### src/hrhs_pkg.sv
// ----------------------------------------------------------------------------
// hrhs_pkg
// Shared types and constants for the HTTP request header scanner.
// ----------------------------------------------------------------------------
`default_nettype none
package hrhs_pkg;

	localparam logic [1:0] VERB_GET  = 2'd0;
	localparam logic [1:0] VERB_POST = 2'd1;
	localparam logic [1:0] VERB_NONE = 2'd2;

	localparam logic [1:0] PH_PREFIX = 2'd0;
	localparam logic [1:0] PH_PATH   = 2'd1;
	localparam logic [1:0] PH_AFTER  = 2'd2;
	localparam logic [1:0] PH_ERROR  = 2'd3;

	localparam logic [2:0] NS_NONE  = 3'd0;
	localparam logic [2:0] NS_SKIP  = 3'd1;
	localparam logic [2:0] NS_SIGN  = 3'd2;
	localparam logic [2:0] NS_DIGIT = 3'd3;
	localparam logic [2:0] NS_DONE  = 3'd4;

	localparam int PAT_LEN = 15;
	localparam logic [31:0] MAG_CAP = 32'h8000_0000;

	// One result item as it travels through the output queue.
	typedef struct packed {
		logic        item_kind;
		logic [7:0]  path_char;
		logic [1:0]  method_code;
		logic        parse_status;
		logic [7:0]  path_count;
		logic [31:0] body_length_value;
		logic        body_marker_seen;
		logic [15:0] body_offset;
		logic        request_overlong;
	} result_t;

	// State of one Content-Length search.
	typedef struct packed {
		logic [3:0]  match;
		logic [2:0]  nstate;
		logic [31:0] mag;
		logic        neg;
	} cl_scan_t;

	function automatic logic is_ws(input logic [7:0] c);
		return (c == 8'd32) || (c >= 8'd9 && c <= 8'd13);
	endfunction

	function automatic logic [7:0] pat_char(input logic upper, input logic [3:0] i);
		logic [7:0] ch;
		case (i)
			4'd0:  ch = upper ? "C" : "c";
			4'd1:  ch = "o";
			4'd2:  ch = "n";
			4'd3:  ch = "t";
			4'd4:  ch = "e";
			4'd5:  ch = "n";
			4'd6:  ch = "t";
			4'd7:  ch = "-";
			4'd8:  ch = upper ? "L" : "l";
			4'd9:  ch = "e";
			4'd10: ch = "n";
			4'd11: ch = "g";
			4'd12: ch = "t";
			4'd13: ch = "h";
			4'd14: ch = ":";
			default: ch = 8'd0;
		endcase
		return ch;
	endfunction

	function automatic cl_scan_t cl_step(input cl_scan_t s, input logic upper,
			input logic [7:0] c);
		cl_scan_t n;
		logic digit;
		logic [35:0] prod;
		logic number;
		n = s;
		digit = (c >= "0") && (c <= "9");
		number = 1'b0;
		case (s.nstate)
			NS_NONE: begin
				if (c == pat_char(upper, s.match)) n.match = s.match + 4'd1;
				else n.match = (c == pat_char(upper, 4'd0)) ? 4'd1 : 4'd0;
				if (n.match >= 4'(PAT_LEN)) n.nstate = NS_SKIP;
			end
			NS_SKIP: begin
				if (is_ws(c)) n = s;
				else if (c == "+") n.nstate = NS_SIGN;
				else if (c == "-") begin
					n.neg = 1'b1;
					n.nstate = NS_SIGN;
				end else number = 1'b1;
			end
			NS_SIGN, NS_DIGIT: number = 1'b1;
			default: n = s;
		endcase
		if (number) begin
			if (digit) begin
				prod = {1'b0, s.mag, 3'b000} + {3'b000, s.mag, 1'b0} + 36'(c - "0");
				n.mag = (prod > 36'(MAG_CAP)) ? MAG_CAP : prod[31:0];
				n.nstate = NS_DIGIT;
			end else n.nstate = NS_DONE;
		end
		return n;
	endfunction

	function automatic logic [31:0] cl_value(input cl_scan_t s);
		logic [31:0] v;
		if (s.nstate != NS_DIGIT && s.nstate != NS_DONE) v = 32'd0;
		else if (s.neg) v = 32'd0 - s.mag;
		else v = (s.mag > 32'h7FFF_FFFF) ? 32'h7FFF_FFFF : s.mag;
		return v;
	endfunction

endpackage
`default_nettype wire

### src/hrhs_front.sv
// ----------------------------------------------------------------------------
// hrhs_front
// Classifies each request byte and updates the scan state; emits result items.
// ----------------------------------------------------------------------------
`default_nettype none
module hrhs_front import hrhs_pkg::*; #(
	parameter int PATH_BYTES  = 256,
	parameter int OFFSET_BITS = 16
) (
	input  wire logic       clk,
	input  wire logic       arst_n,
	input  wire logic       step,
	input  wire logic [7:0] data_byte,
	input  wire logic       final_byte,
	output result_t         res_a,
	output logic            res_a_valid,
	output result_t         res_b,
	output logic            res_b_valid
);

	localparam int PKW = $clog2(PATH_BYTES);
	localparam logic [PKW-1:0] PATH_MAX = PKW'(PATH_BYTES - 1);
	localparam int OFW = (OFFSET_BITS > 16) ? 16 : OFFSET_BITS;
	localparam logic [40:0] OFF_MAX = 41'((64'd1 << OFW) - 64'd1);
	localparam logic [39:0] POS_CAP = 40'hFF_FFFF_FFFF;

	logic [1:0]     phase_q;
	logic [2:0]     pidx_q;
	logic [1:0]     method_q;
	logic [PKW-1:0] kept_q;
	cl_scan_t       up_q, lo_q;
	logic [2:0]     blank_q;
	logic [39:0]    pos_q;
	logic [15:0]    moff_q;
	logic           mseen_q, over_q, ended_q;

	logic [1:0]     phase_d;
	logic [2:0]     pidx_d;
	logic [1:0]     method_d;
	logic [PKW-1:0] kept_d;
	cl_scan_t       up_d, lo_d;
	logic [2:0]     blank_d;
	logic [15:0]    moff_d;
	logic           mseen_d, over_d, ended_d, emit_path;
	logic [7:0]     pre_ch;
	logic [2:0]     pre_len;
	logic [7:0]     want;

	always_comb begin
		phase_d = phase_q; pidx_d = pidx_q; method_d = method_q; kept_d = kept_q;
		up_d = up_q; lo_d = lo_q; blank_d = blank_q; moff_d = moff_q;
		mseen_d = mseen_q; over_d = over_q; ended_d = ended_q; emit_path = 1'b0;
		pre_len = (method_q == VERB_POST) ? 3'd5 : 3'd4;
		case (pidx_q)
			3'd1: pre_ch = (method_q == VERB_POST) ? "O" : "E";
			3'd2: pre_ch = (method_q == VERB_POST) ? "S" : "T";
			3'd3: pre_ch = (method_q == VERB_POST) ? "T" : " ";
			3'd4: pre_ch = " ";
			default: pre_ch = 8'd0;
		endcase
		want = blank_q[0] ? 8'h0A : 8'h0D;
		if (!ended_q) begin
			if ({1'b0, pos_q} > OFF_MAX) over_d = 1'b1;
			if (data_byte == 8'd0) ended_d = 1'b1;
			if (phase_q == PH_PREFIX) begin
				if (pidx_q == 3'd0) begin
					if (data_byte == "G") begin
						method_d = VERB_GET; pidx_d = 3'd1;
					end else if (data_byte == "P") begin
						method_d = VERB_POST; pidx_d = 3'd1;
					end else phase_d = PH_ERROR;
				end else if (pidx_q < pre_len && data_byte == pre_ch) begin
					pidx_d = pidx_q + 3'd1;
					if (pidx_d >= pre_len) phase_d = PH_PATH;
				end else phase_d = PH_ERROR;
			end else if (phase_q == PH_PATH) begin
				if (data_byte != 8'd0 && !is_ws(data_byte) && kept_q < PATH_MAX) begin
					kept_d = kept_q + PKW'(1);
					emit_path = 1'b1;
				end else phase_d = PH_AFTER;
			end
			if (data_byte != 8'd0) begin
				up_d = cl_step(up_q, 1'b1, data_byte);
				lo_d = cl_step(lo_q, 1'b0, data_byte);
				if (blank_q < 3'd4) begin
					if (data_byte == want) blank_d = blank_q + 3'd1;
					else blank_d = (data_byte == 8'h0D) ? 3'd1 : 3'd0;
					if (blank_d == 3'd4) begin
						moff_d = ({1'b0, pos_q} + 41'd1 > OFF_MAX) ? OFF_MAX[15:0]
							: 16'(pos_q + 40'd1);
						mseen_d = 1'b1;
					end
				end
			end
		end
	end

	always_comb begin
		res_a = '0;
		res_a.path_char = data_byte;
		res_a_valid = emit_path;
		res_b = '0;
		res_b.item_kind = 1'b1;
		res_b.request_overlong = over_d;
		if (phase_d == PH_PATH || phase_d == PH_AFTER) begin
			res_b.method_code = method_d;
			res_b.path_count = (kept_d > PKW'(255)) ? 8'd255 : 8'(kept_d);
			if (method_d == VERB_POST)
				res_b.body_length_value = (up_d.nstate != NS_NONE) ? cl_value(up_d)
					: cl_value(lo_d);
			res_b.body_marker_seen = mseen_d;
			res_b.body_offset = moff_d;
		end else begin
			res_b.method_code = VERB_NONE;
			res_b.parse_status = 1'b1;
		end
		res_b_valid = final_byte;
	end

	always_ff @(posedge clk or negedge arst_n) begin
		if (!arst_n) begin
			phase_q <= PH_PREFIX; pidx_q <= '0; method_q <= VERB_NONE;
			kept_q <= '0; up_q <= '0; lo_q <= '0; blank_q <= '0; pos_q <= '0;
			moff_q <= '0; mseen_q <= 1'b0; over_q <= 1'b0; ended_q <= 1'b0;
		end else if (step) begin
			if (final_byte) begin
				phase_q <= PH_PREFIX; pidx_q <= '0; method_q <= VERB_NONE;
				kept_q <= '0; up_q <= '0; lo_q <= '0; blank_q <= '0; pos_q <= '0;
				moff_q <= '0; mseen_q <= 1'b0; over_q <= 1'b0; ended_q <= 1'b0;
			end else begin
				phase_q <= phase_d; pidx_q <= pidx_d; method_q <= method_d;
				kept_q <= kept_d; up_q <= up_d; lo_q <= lo_d; blank_q <= blank_d;
				moff_q <= moff_d; mseen_q <= mseen_d; over_q <= over_d;
				ended_q <= ended_d;
				if (!ended_q && data_byte != 8'd0 && pos_q < POS_CAP)
					pos_q <= pos_q + 40'd1;
			end
		end
	end

endmodule
`default_nettype wire

### src/hrhs_queue.sv
// ----------------------------------------------------------------------------
// hrhs_queue
// Small result queue that takes up to two items per cycle and gives one per cycle while the reader is ready.
// ----------------------------------------------------------------------------
`default_nettype none
module hrhs_queue import hrhs_pkg::*; (
	input  wire logic clk,
	input  wire logic arst_n,
	input  result_t   wr_a,
	input  wire logic wr_a_en,
	input  result_t   wr_b,
	input  wire logic wr_b_en,
	output logic      room,
	output result_t   rd_data,
	output logic      rd_valid,
	input  wire logic rd_ready
);

	result_t    mem_q [4];
	logic [1:0] wp_q, rp_q;
	logic [2:0] cnt_q;
	logic       pop;
	logic [2:0] nwr;

	assign pop      = rd_valid && rd_ready;
	assign rd_valid = cnt_q != 3'd0;
	assign rd_data  = mem_q[rp_q];
	// Two free slots are needed since one transaction can produce two items.
	assign room     = cnt_q <= 3'd2;
	assign nwr      = {2'b00, wr_a_en} + {2'b00, wr_b_en};

	always_ff @(posedge clk) begin
		if (wr_a_en) mem_q[wp_q] <= wr_a;
		if (wr_b_en) mem_q[wp_q + {1'b0, wr_a_en}] <= wr_b;
	end

	always_ff @(posedge clk or negedge arst_n) begin
		if (!arst_n) begin
			wp_q <= '0; rp_q <= '0; cnt_q <= '0;
		end else begin
			wp_q  <= wp_q + nwr[1:0];
			if (pop) rp_q <= rp_q + 2'd1;
			cnt_q <= cnt_q + nwr - {2'b00, pop};
		end
	end

endmodule
`default_nettype wire

### src/http_request_header_scanner.sv
// ----------------------------------------------------------------------------
// http_request_header_scanner
// Streaming scanner for an HTTP request line and its Content-Length header.
// ----------------------------------------------------------------------------
// Request bytes enter on the input channel (data_byte, final_byte) under
// valid/ready; one byte is taken per cycle while in_ready is high. Each
// path byte, up to PATH_BYTES-1 per request, produces one result transaction
// with item_kind 0, and the final byte of a request produces a summary
// transaction with item_kind 1, so one input can give two results. The front
// scanner updates all state in the cycle a byte is taken and writes its
// results into a four-entry queue that drives the output. Throughput is one
// byte per cycle while the receiver keeps up. When the receiver stalls, the
// queue fills and in_ready drops once fewer than two slots are free. Reset
// clears the scan state and empties the queue, which leaves the block ready.
// ----------------------------------------------------------------------------
`default_nettype none
module http_request_header_scanner import hrhs_pkg::*; #(
	parameter int PATH_BYTES  = 256,
	parameter int OFFSET_BITS = 16
) (
	input  wire logic        clk,
	input  wire logic        arst_n,
	input  wire logic        in_valid,
	output logic             in_ready,
	input  wire logic [7:0]  data_byte,
	input  wire logic        final_byte,
	output logic             out_valid,
	input  wire logic        out_ready,
	output logic             item_kind,
	output logic [7:0]       path_char,
	output logic [1:0]       method_code,
	output logic             parse_status,
	output logic [7:0]       path_count,
	output logic [31:0]      body_length_value,
	output logic             body_marker_seen,
	output logic [15:0]      body_offset,
	output logic             request_overlong
);

	result_t res_a, res_b, rd;
	logic    a_v, b_v, step;

	assign step = in_valid && in_ready;

	hrhs_front #(.PATH_BYTES(PATH_BYTES), .OFFSET_BITS(OFFSET_BITS)) u_front (
		.clk, .arst_n, .step, .data_byte, .final_byte,
		.res_a, .res_a_valid(a_v), .res_b, .res_b_valid(b_v)
	);

	hrhs_queue u_queue (
		.clk, .arst_n,
		.wr_a(res_a), .wr_a_en(step && a_v),
		.wr_b(res_b), .wr_b_en(step && b_v),
		.room(in_ready), .rd_data(rd), .rd_valid(out_valid), .rd_ready(out_ready)
	);

	assign item_kind         = rd.item_kind;
	assign path_char         = rd.path_char;
	assign method_code       = rd.method_code;
	assign parse_status      = rd.parse_status;
	assign path_count        = rd.path_count;
	assign body_length_value = rd.body_length_value;
	assign body_marker_seen  = rd.body_marker_seen;
	assign body_offset       = rd.body_offset;
	assign request_overlong  = rd.request_overlong;

endmodule
`default_nettype wire
### config.mk
export PLATFORM = sky130hd
export DESIGN_NAME = http_request_header_scanner
export DESIGN_NICKNAME = d
export VERILOG_FILES = /design/src/hrhs_pkg.sv /design/src/hrhs_front.sv /design/src/hrhs_queue.sv /design/src/http_request_header_scanner.sv
export SDC_FILE = /design/constraint.sdc
export NUM_CORES = 1
export LEC_CHECK = 0
export ABC_AREA = 1
export BUFFER_PORTS_ARGS = -buffer_cell sky130_fd_sc_hd__buf_4
export CAP_MARGIN = 10
export CORE_MARGIN = 10
export CORE_UTILIZATION = 50
export CTS_CLUSTER_DIAMETER = 200
export DETAILED_ROUTE_END_ITERATION = 8
export PLACE_DENSITY = 0.64
export SLEW_MARGIN = 15
export SYNTH_ARGS = -nofsm -noshare
export SYNTH_HDL_FRONTEND = slang
export SYNTH_SLANG_ARGS = --single-unit
export TNS_END_PERCENT = 1
### constraint.sdc
create_clock -name clk -period 5.5 [get_ports clk]
set_clock_uncertainty 0.2 [all_clocks]
set_input_delay 0.825 -clock clk [delete_from_list [all_inputs] [get_ports clk]]
set_output_delay 0.825 -clock clk [all_outputs]
set_load 0.05 [all_outputs]
-- Word-level counts from Yosys, hierarchy flattened
Memories as Yosys holds them, arrays and structs flattened.
Cells that the tools add are included.
- equal/unequal tests: 36
- muxes and demuxes: 146
- order comparisons: 19
- add/subtract/negate cells: 20
- reductions and logical operators: 39
- operators by type and width (kind ; number):
    2-to-1 mux 32 bit ; 12
    2-to-1 mux 40 bit ; 8
    2-to-1 mux 8 bit ; 20
    2-to-1 mux 16 bit ; 6
    2-to-1 mux 3 bit ; 26
    adder 35 x 33 -> 36 bit ; 2
    adder 36 bit ; 2
    greater-than comparator 36 x 32 -> 1 bit, second input constant ; 2
    2-to-1 mux 35 bit ; 2
    greater-than comparator 32 x 31 -> 1 bit, second input constant ; 2
    subtractor 1 x 32 -> 32 bit, first input constant ; 2
    2-to-1 mux 57 bit ; 1
    == test 8 bit ; 6
    adder 40 x 1 -> 41 bit, second input constant ; 1
    greater-than comparator 41 x 16 -> 1 bit, second input constant ; 1
    adder 40 x 1 -> 40 bit, second input constant ; 1
    greater-than comparator 40 x 16 -> 1 bit, second input constant ; 1
    less-than comparator 40 bit, second input constant ; 1
    2-to-1 mux 1 bit ; 39
    2-to-1 mux 4 bit ; 9
    2-to-1 mux 2 bit ; 17
    case mux 8 bit (4 select lines) ; 1
    case mux 7 bit (2 select lines) ; 2
    == test 8 x 6 -> 1 bit, second input constant ; 3
    other kinds (47) ; 93
- flip-flop bits (word level): 164
- memory bits (writable): 280
- ROM bits: 224
- output and inout port bits: 72
- input bits: 13
- memories: 3
- memory list (name ; words ; width ; rd ports ; clocked after memory_dff ; write ports ; RTL line ; source):
    u_queue.mem_q ; 4 ; 70 ; 1 ; 0 ; 2 ; hrhs_queue.sv:19 ; result_t mem_q [4];
    (no name shown) ; 16 ; 7 ; 1 ; 0 ; 0 ; hrhs_pkg.sv:53 ; case (i)
    (no name shown) ; 16 ; 7 ; 1 ; 0 ; 0 ; hrhs_pkg.sv:53 ;

-- Logic depth before layout (Yosys ltp)
Gate-level depths: netlist of run 1.
- depth in word-level cells: 28
- gate-level depth with buffers: 38

-- By module
From an unflattened synthesis of run 1, not the netlist that was laid out.
- cell total of the unflattened synthesis: 5330
- area, all modules: 36297.3 um^2
- modules (own cells, without submodules) (module ; sequential area each (um^2) ; area each (um^2) ; times used ; cells each):
    hrhs_front ; 3930.0 ; 20850.0 ; 1 ; 3508
    hrhs_queue ; 8583.2 ; 15424.8 ; 1 ; 1816
    http_request_header_scanner ; 0.0 ; 22.5 ; 1 ; 6

-- Worst setup path before layout of run 1
OpenSTA, ideal clock, no wires.
- path type: input to register
- start point: input data_byte[4]
- end point: memory u_queue.mem_q[0][40] in the netlist's numbering, data pin
- path slack: -4845 ps
- data required time: 5034 ps
- cell stages on the path: 29
- library setup time: 266 ps
- arrival time: 9879 ps
- cell sequence: ha_1 nor3_1 fa_1 ha_1 nand2_2 inv_1 a21oi_1 nand3_1 nand3_1 nand2_1 a21o_1 xor2_2 nand2_2 buf_6 nand3_1 nand2_1 inv_1 ha_1 nand3_1 nor2_4 nand3_1 nor2_2 nand3_1 nand2_1 nand3_1 nand3_1 nand2_1 nand3_1 nor2_1
- RTL lines (what ; RTL line ; source):
    from (decl) ; http_request_header_scanner.sv:25 ; input wire logic [7:0] data_byte,
    to (decl) ; hrhs_queue.sv:19 ;

==> run metrics, run 1 <==
number of synthesized flops with an enable pin 244; Seq/Total Area, Yosys 0.3761; Fill cells 5770; Initial Util 0.5031; Reg2Reg Launch Point u_front.lo_q[3]$_DFFE_PN0P_; pwr dens 470.7 nW/um2; post-synth cell types 61; syn_area_per_cell 7.160 um2; top layer in use met5; DR vias/cell 5.599; TritonCTS clock tree done; worst-margin pin slew 1140 ps; Slew Limit Fails 0; Critical Path Start Type primary input; Core ar. 64230 um2; largest net degree at the start of global routing 86; predominant post-synthesis flop cell edfxtp_1; Met3 Routed Length 7753 um; Slowest cell on crit path fa_1; Cells after Synth 4513; Leak 18.90 nW; Syn Nets 4697; ant diodes 0; Achievable Freq 0.1735 GHz; H-tree depth 2; Critical Path Start data_byte[4]; nets@finish 5252; clock tree sinks 444; first-pass GRT wire length 176000 um; count of buffers from port buffering 84; area delta synth->final 28.73%; DRC viols 0; initial antenna violation count 2; most used cell, CP nand2_1; WP data required 5610 ps; maximum fanout along the worst path 7; placed cells 5833; clock-pin slew on the worst setup and hold paths 60 ps; final critical-path required period 5763 ps; GRT overflow 0; Hold Vio Cnt, Final 0; Async SR Flop Fraction 0.3694; hold slack 40.42 ps; fraction of layout cells with a size suffix above 1 0.2449; placed instance area 37670 um2; final setup violating endpoints 128; CP max stage delay 420 ps; WL/cell 19.03 um; Max-Cap Viols 0; post-synthesis instance area 32310 um2; CP delay by family, top simple AND/OR/NAND/NOR gates; part of the cycle the worst path needs 1.048; final core utilization 0.6476; WL met2 53160 um; number of global-route vias before repair 31842; Routability Congestion 0.9691; kind of critical path primary input to flop; DRT Pass-1 Iters 8; worst hold path type primary input to asynchronous set/reset pin; Tot Pwr 19.58 mW; worst skew pair latency 600 ps; register bit count reported by yosys 444; final WL 113400 um; Vias 33372; die width 274.2 um; Peak VDD IR 0.3547 mV; CTS Hold Bufs 0; chip height 274.2 um; detailed-placement wirelength estimate 81780 um; Warnings, synthesis 0; Post-Layout Cell Count 5960; Iter 0 DRT Violations 3399; final worst slack -263.2 ps; Root Buffer clkbuf_16; failing checks negative setup slack; Metal-1 WL 48650 um; Num CTS Buffers 45; outcome complete, but fails checks; crit path capture type flop; Bufs and invs on worst path 11; row count 93; IO Count 85; unrepaired setup endpoints after global routing yes; FF/Latch Area 12160 um2; clock buffer depth 3; Worst EP arrival 5870 ps; Final ANT Viol Nets 0; area taken by multi-input logic gates 19370 um2; Slew headroom 0.2390; full die area 75200 um2; Final Cell Area 41600 um2; Total GRT Usage 0.2931
-- layout by cell type (no fill, tap or decap), drive strengths merged, types with 4 or more instances in the layout --
cell    count
nand2    1141
nor2      741
buf       674
inv       520
nand3     339
o21ai     332
edfxtp    244
a21oi     174
dfrtp     163
o22ai     135
ha        108
xor2       76
nand4      73
clkbuf     67
fa         63
nor3       55
dfxtp      36
or2        28
nor4       27
clkinv     17
nand3b     14
xnor2      10
o31ai       8
o21bai      8
a31oi       7
a21o        7
and2        7
o311ai      5
o211ai      4
-- area by class of cell --
type / count / share of cell area
multi-input combinational: 3379 / 0.4656
sequential: 444 / 0.2923
timing repair buffer: 677 / 0.1324
inverter: 521 / 0.04725
clock buffer: 65 / 0.03254
tap: 855 / 0.02572
clock inverter: 19 / 0.004241
-- routing by layer --
layer | track usage | vias up
li1 | - | 15977
met1 | 0.3939 | 15906
met2 | 0.4892 | 1263
met3 | 0.03276 | 224
met4 | 0.09182 | 2
met5 | 0 | -
-- power by group --
group	leakage (nW)	switching, mW	total [mW]	internal (mW)
sequential	4.69	0.368	4.38	4.01
combinational	13.5	7.87	12.0	4.15
clock	0.756	1.36	3.18	1.82
-- worst reg2reg max path, delay by kind of cell, from the launching register on --
kind / cells / cell delay, ps
compound gates: 2 / 410
flops: 1 / 410
simple gates: 23 / 2220
buf+inv: 6 / 750
fa+ha+maj: 2 / 900
-- registers in the layout, indices dropped and copies added (netlist names), 8 cells and up --
register and flops:
u_front.up_q 40, u_front.lo_q 40, u_front.pos_q 40, u_queue.mem_q 280
u_front.kept_q 8, u_front.moff_q 16
-- kinds of logic (layout without fill, tap and decap cells) --
logic type / after synthesis / in the layout / share of synthesized area
AO/OA/AOI/OAI: 695 / 695 / 0.1189
XOR/XNOR: 86 / 86 / 0.02354
adder cells (fa/ha/maj): 171 / 171 / 0.08085
buffers and inverters: 691 / 1282 / 0.08484
flip-flops: 444 / 444 / 0.3761
AND/OR/NAND/NOR: 2426 / 2427 / 0.3158
-- metrics by stage --
step | setup TNS (ps) | setup WS (ps)
4_1_cts | -9544 | -136.2
3_5_place_dp | -138630 | -1195
6_report | -20640 | -263.2
5_1_grt | -51560 | -481.3
2_1_floorplan | -167660 | -1345
3_3_place_gp | -143120 | -1255
-- final timing paths --
| check | cells after the start | end | slack (ps) |
|---|---|---|---|
| max in group asynchronous | 2 | u_front.up_q[26]$_DFFE_PN0P_ | 4030 |
| setup / recovery | 37 | u_queue.mem_q[1][36]$_DFFE_PP_ | -260 |
| setup reg to reg | 33 | u_queue.mem_q[1][36]$_DFFE_PP_ | 300 |
| min in group clk | 2 | u_queue.mem_q[1][64]$_SDFFE_PP0P_ | 250 |
| hold reg to reg | 2 | u_queue.mem_q[1][64]$_SDFFE_PP0P_ | 250 |
| hold / removal | 1 | u_front.kept_q[4]$_DFFE_PN0P_ | 40 |
-- synthesized netlist by cell type (all sizes together), types with 2 or more instances --
master      n  share of area
nand3b     14         0.0033
nand2    1141           0.13
inv       513          0.060
and2        7         0.0014
buf        49          0.010
edfxtp    244           0.23
o211ai      4         0.0011
a21oi     174          0.027
a21boi      3        0.00070
o2111ai     2        0.00054
o311ai      5         0.0014
o21ai     332          0.052
nor4       27         0.0052
o22ai     135          0.026
xor2       76          0.021
fa         63          0.039
o32ai       2        0.00054
dfxtp      36          0.022
nor3       55         0.0092
a31oi       7         0.0014
a22o        3        0.00081
clkbuf    121          0.014
o41ai       3        0.00081
a21o        7         0.0016
nand4      73          0.014
nor2      741          0.088
ha        108          0.042
o31ai       8         0.0019
nand3     338          0.055
xnor2      10         0.0027
o21bai      8         0.0023
or2        28         0.0054
clkinv      8        0.00093
dfrtp     163           0.13
-- what timing repair did --
item	4_1_cts	5_1_grt
resized for setup	251	223
gates cloned	5	3
endpoints found under the setup margin	128	128
pin swaps	61	107
setup buffers	18	18
(Power assumes the default switching activity.)
==> inputs of run 2 (changes only) <==
- ABC_AREA: 1 -> not set
- ABC_CLOCK_PERIOD_IN_PS: not set -> 5500
==> run 2 against run 1 <==
The run still ends with negative setup slack left. Critical path depth fell by 9. Non-clock buffer count rose by 216. Register-to-register slack worse by 950 ps. Sequential share of layout area rose by 0.20 points. Power is 16% lower. Routed wire length up 0.44%. Utilization up 2.2 points. Synthesized cell count decreased by 26%. Setup slack got worse by 600 ps. Die area is 3.4% lower. Critical path type unchanged.
==> run metrics, run 2 <==
detailed-placement wirelength estimate 85430 um (+4.5%); Slowest cell on crit path fa_1; register bit count reported by yosys 444 (unchanged); area delta synth->final 32.70%; unrepaired setup endpoints after global routing yes; Fill cells 5041 (-13%); IO Count 85 (unchanged); row count 91 (-2.2%); final critical-path required period 6365 ps (+601.3 ps); failing checks negative setup slack; commonest non-fill, non-tap cell in the layout buf_4; crit path capture type flop; WL/cell 23.08 um (+21%); full die area 72650 um2 (-3.4%); Worst EP arrival 6510 ps (+640 ps); Synth area leaders edfxtp_1 (24%), dfrtp_1 (13%), nor2_1 (5.4%); top-count cell post-synth nor2_1; Seq/Total Area, Yosys 0.3903 (+0.01422); nets@finish 4242 (-19%); final setup violating endpoints 128 (unchanged); initial antenna violation count 1 (-1); switching share of power 0.4213 (-0.06903); Max-Cap Viols 0 (unchanged); TritonCTS clock tree done; number of global-route vias before repair 30000 (-5.8%); pwr dens 398.9 nW/um2 (-15%); H-tree depth 2 (unchanged); top cell type's share of synthesized area 0.2353 (+0.008574); fraction of layout cells with a size suffix above 1 0.3094 (+0.06456); Core ar. 61710 um2 (-3.9%); Total GRT Usage 0.3025 (+0.009394); clock buffer depth 3 (unchanged); WP data required 5650 ps (+40 ps); die width 269.5 um (-1.7%); chip height 269.5 um (-1.7%); clock power share 0.204 (+0.042); most instantiated cells after synthesis nor2_1 (444), nand2_1 (317), o21ai_0 (251), edfxtp_1 (244), a21oi_1 (185); largest reg by FF count u_queue.mem_q; Post-Layout Cell Count 4936 (-17%); Cells after Synth 3322 (-26%); clock-pin slew on the worst setup and hold paths 70 ps (about the same); placed cells 4830 (-17%); number of synthesized flops with an enable pin 244 (unchanged); Async SR Flop Fraction 0.3694 (unchanged); most frequent cells in the layout buf_4 (855), nor2_1 (436), nand2_1 (313); Tot Pwr 16.48 mW (-16%); final core utilization 0.6695 (+0.02190); CP delay by family, top simple AND/OR/NAND/NOR gates; largest area contributor in the netlist edfxtp_1; part of the cycle the worst path needs 1.157 (+0.1093); clock tree sinks 444 (unchanged); Initial Util 0.5045 (+0.001464); post-synth cell types 101 (+66%); first-pass GRT wire length 175700 um (-0.15%); CP max stage delay 490 ps (+70 ps); DR vias/cell 6.190 (+11%); max reg flops 280 (unchanged); Achievable Freq 0.1571 GHz (-9.4%); Routability Congestion 1.003 (+3.5%); combinational share of power 0.536 (-0.078); Final ANT Viol Nets 0 (unchanged); Internal 9.537 mW (-4.4%); outcome complete, but fails checks; Slew headroom 0.2389 (about the same); worst-margin pin slew 1142 ps (+1.475 ps); Root Buffer clkbuf_16; Hold Vio Cnt, Final 0 (unchanged); worst skew pair latency 610 ps (about the same); predominant post-synthesis flop cell edfxtp_1; largest net degree at the start of global routing 87 (+1.2%); Iter 0 DRT Violations 3389 (-0.29%); final worst slack -864.5 ps (-601.3 ps); Bufs and invs on worst path 6 (-5); DRT Pass-1 Iters 5 (-3); Critical Path Start Type primary input; Leak 17.14 nW (-9.3%); post-synthesis instance area 31140 um2 (-3.6%); Warnings, synthesis 0 (unchanged); syn_area_per_cell 9.373 um2 (+31%); CTS Hold Bufs 0 (unchanged); Peak VDD IR 0.2937 mV (-17%); Num CTS Buffers 48 (+6.7%); kind of critical path primary input to flop; GRT overflow 0 (unchanged); count of buffers from port buffering 84 (unchanged); maximum fanout along the worst path 7 (unchanged); Vias 30553 (-8.4%); Slew Limit Fails 0 (unchanged); final WL 113900 um (+0.44%); P_sw 6.943 mW (-28%); DRC viols 0 (unchanged); worst hold path type primary input to asynchronous set/reset pin; part of the power in registers 0.260 (+0.036); Syn Nets 3506 (-25%)
-- run 2: cell types whose count changed in the layout (fill, tap and decap cells not counted), sizes merged, moves of 33 or more --
cell	change
inv	-431
nand4	-33
a22o	+44
o31ai	+34
mux4	+70
o21ai	-73
nor2	-297
nand2	-824
nand3	-260
buf	+218
xnor2	+58
a31oi	+39
and2	+38
o22ai	-93
-- run 2: worst paths after layout --
kind	slack, ps	to	from	cells past startpoint
setup / recovery	-860	u_queue.mem_q[2][40]$_DFFE_PP_	data_byte[5]	28
max in group asynchronous	3810	u_front.pos_q[10]$_DFFE_PN0P_	arst_n	2
setup reg to reg	-650	u_queue.mem_q[2][40]$_DFFE_PP_	u_front.up_q[2]$_DFFE_PN0P_	25
min in group clk	260	u_queue.mem_q[3][69]$_SDFFE_PP1P_	u_queue.mem_q[3][69]$_SDFFE_PP1P_	2
hold reg to reg	260	u_queue.mem_q[3][69]$_SDFFE_PP1P_	u_queue.mem_q[3][69]$_SDFFE_PP1P_	2
hold / removal	80	u_front.kept_q[4]$_DFFE_PN0P_	arst_n	1
-- run 2: power by group through the flow --
stage | clock network (mW) | registers, mW | logic [mW]
floorplan | 0 | 4.07 | 5.14
global placement | 0 | 4.32 | 8.25
detailed placement | 0 | 4.34 | 8.35
CTS | 3.40 | 4.28 | 8.65
global route | 3.52 | 4.33 | 9.36
finish | 3.36 | 4.28 | 8.84
-- run 2: timing repair --
item                       in CTS  in global routing
buffers inserted               12                  1
setup endpoints to repair     139                136
gates cloned                    2                  0
gates resized for setup       153                 38
pin swaps                      61                 12
-- run 2: cell type report --
| class | instances | area [um2] | area share |
|---|---|---|---|
| Timing Repair Buffer | 893 | 7112 | 0.1721 |
| Inverter | 87 | 326.6 | 0.007904 |
| Clock buffer | 65 | 1336 | 0.03234 |
| Antenna cell | 1 | 2.502 | 0.00006056 |
| Tap cell | 837 | 1047 | 0.02535 |
| Clock inverter | 25 | 296.5 | 0.007177 |
| Multi-Input combinational cell | 2584 | 19040 | 0.4607 |
| Sequential cell | 444 | 12160 | 0.2943 |
-- run 2: cell families after synthesis --
| logic type | synth area share |
|---|---|
| xor+xnor | 0.03404 |
| simple gates | 0.1851 |
| flops | 0.3903 |
| fa+ha+maj | 0.08391 |
| compound gates | 0.2074 |
| buf+inv | 0.03613 |
| mux | 0.06313 |
-- run 2: per-stage QoR --
step                      setup TNS (ps)  setup slack (ps)  instance area, um2  hold WS (ps)
after floorplan                  -393870             -2638               31390         218.7
after global placement           -199320             -1738               38550         227.8
after detailed placement         -214850             -1795               38550         242.6
after CTS                         -53520            -763.8               41090         105.0
after global routing              -89390             -1121               41320         139.1
final                             -62370            -864.5               41320         78.58
-- run 2: layer usage --
layer | routed length (um) | vias up | global-route usage
met2 | 51480 | 1320 | 0.4726
met1 | 50030 | 15075 | 0.4259
met3 | 8869 | 201 | 0.04647
li1 | - | 13957 | -
met4 | 3560 | 0 | 0.09743
met5 | 0 | - | 0
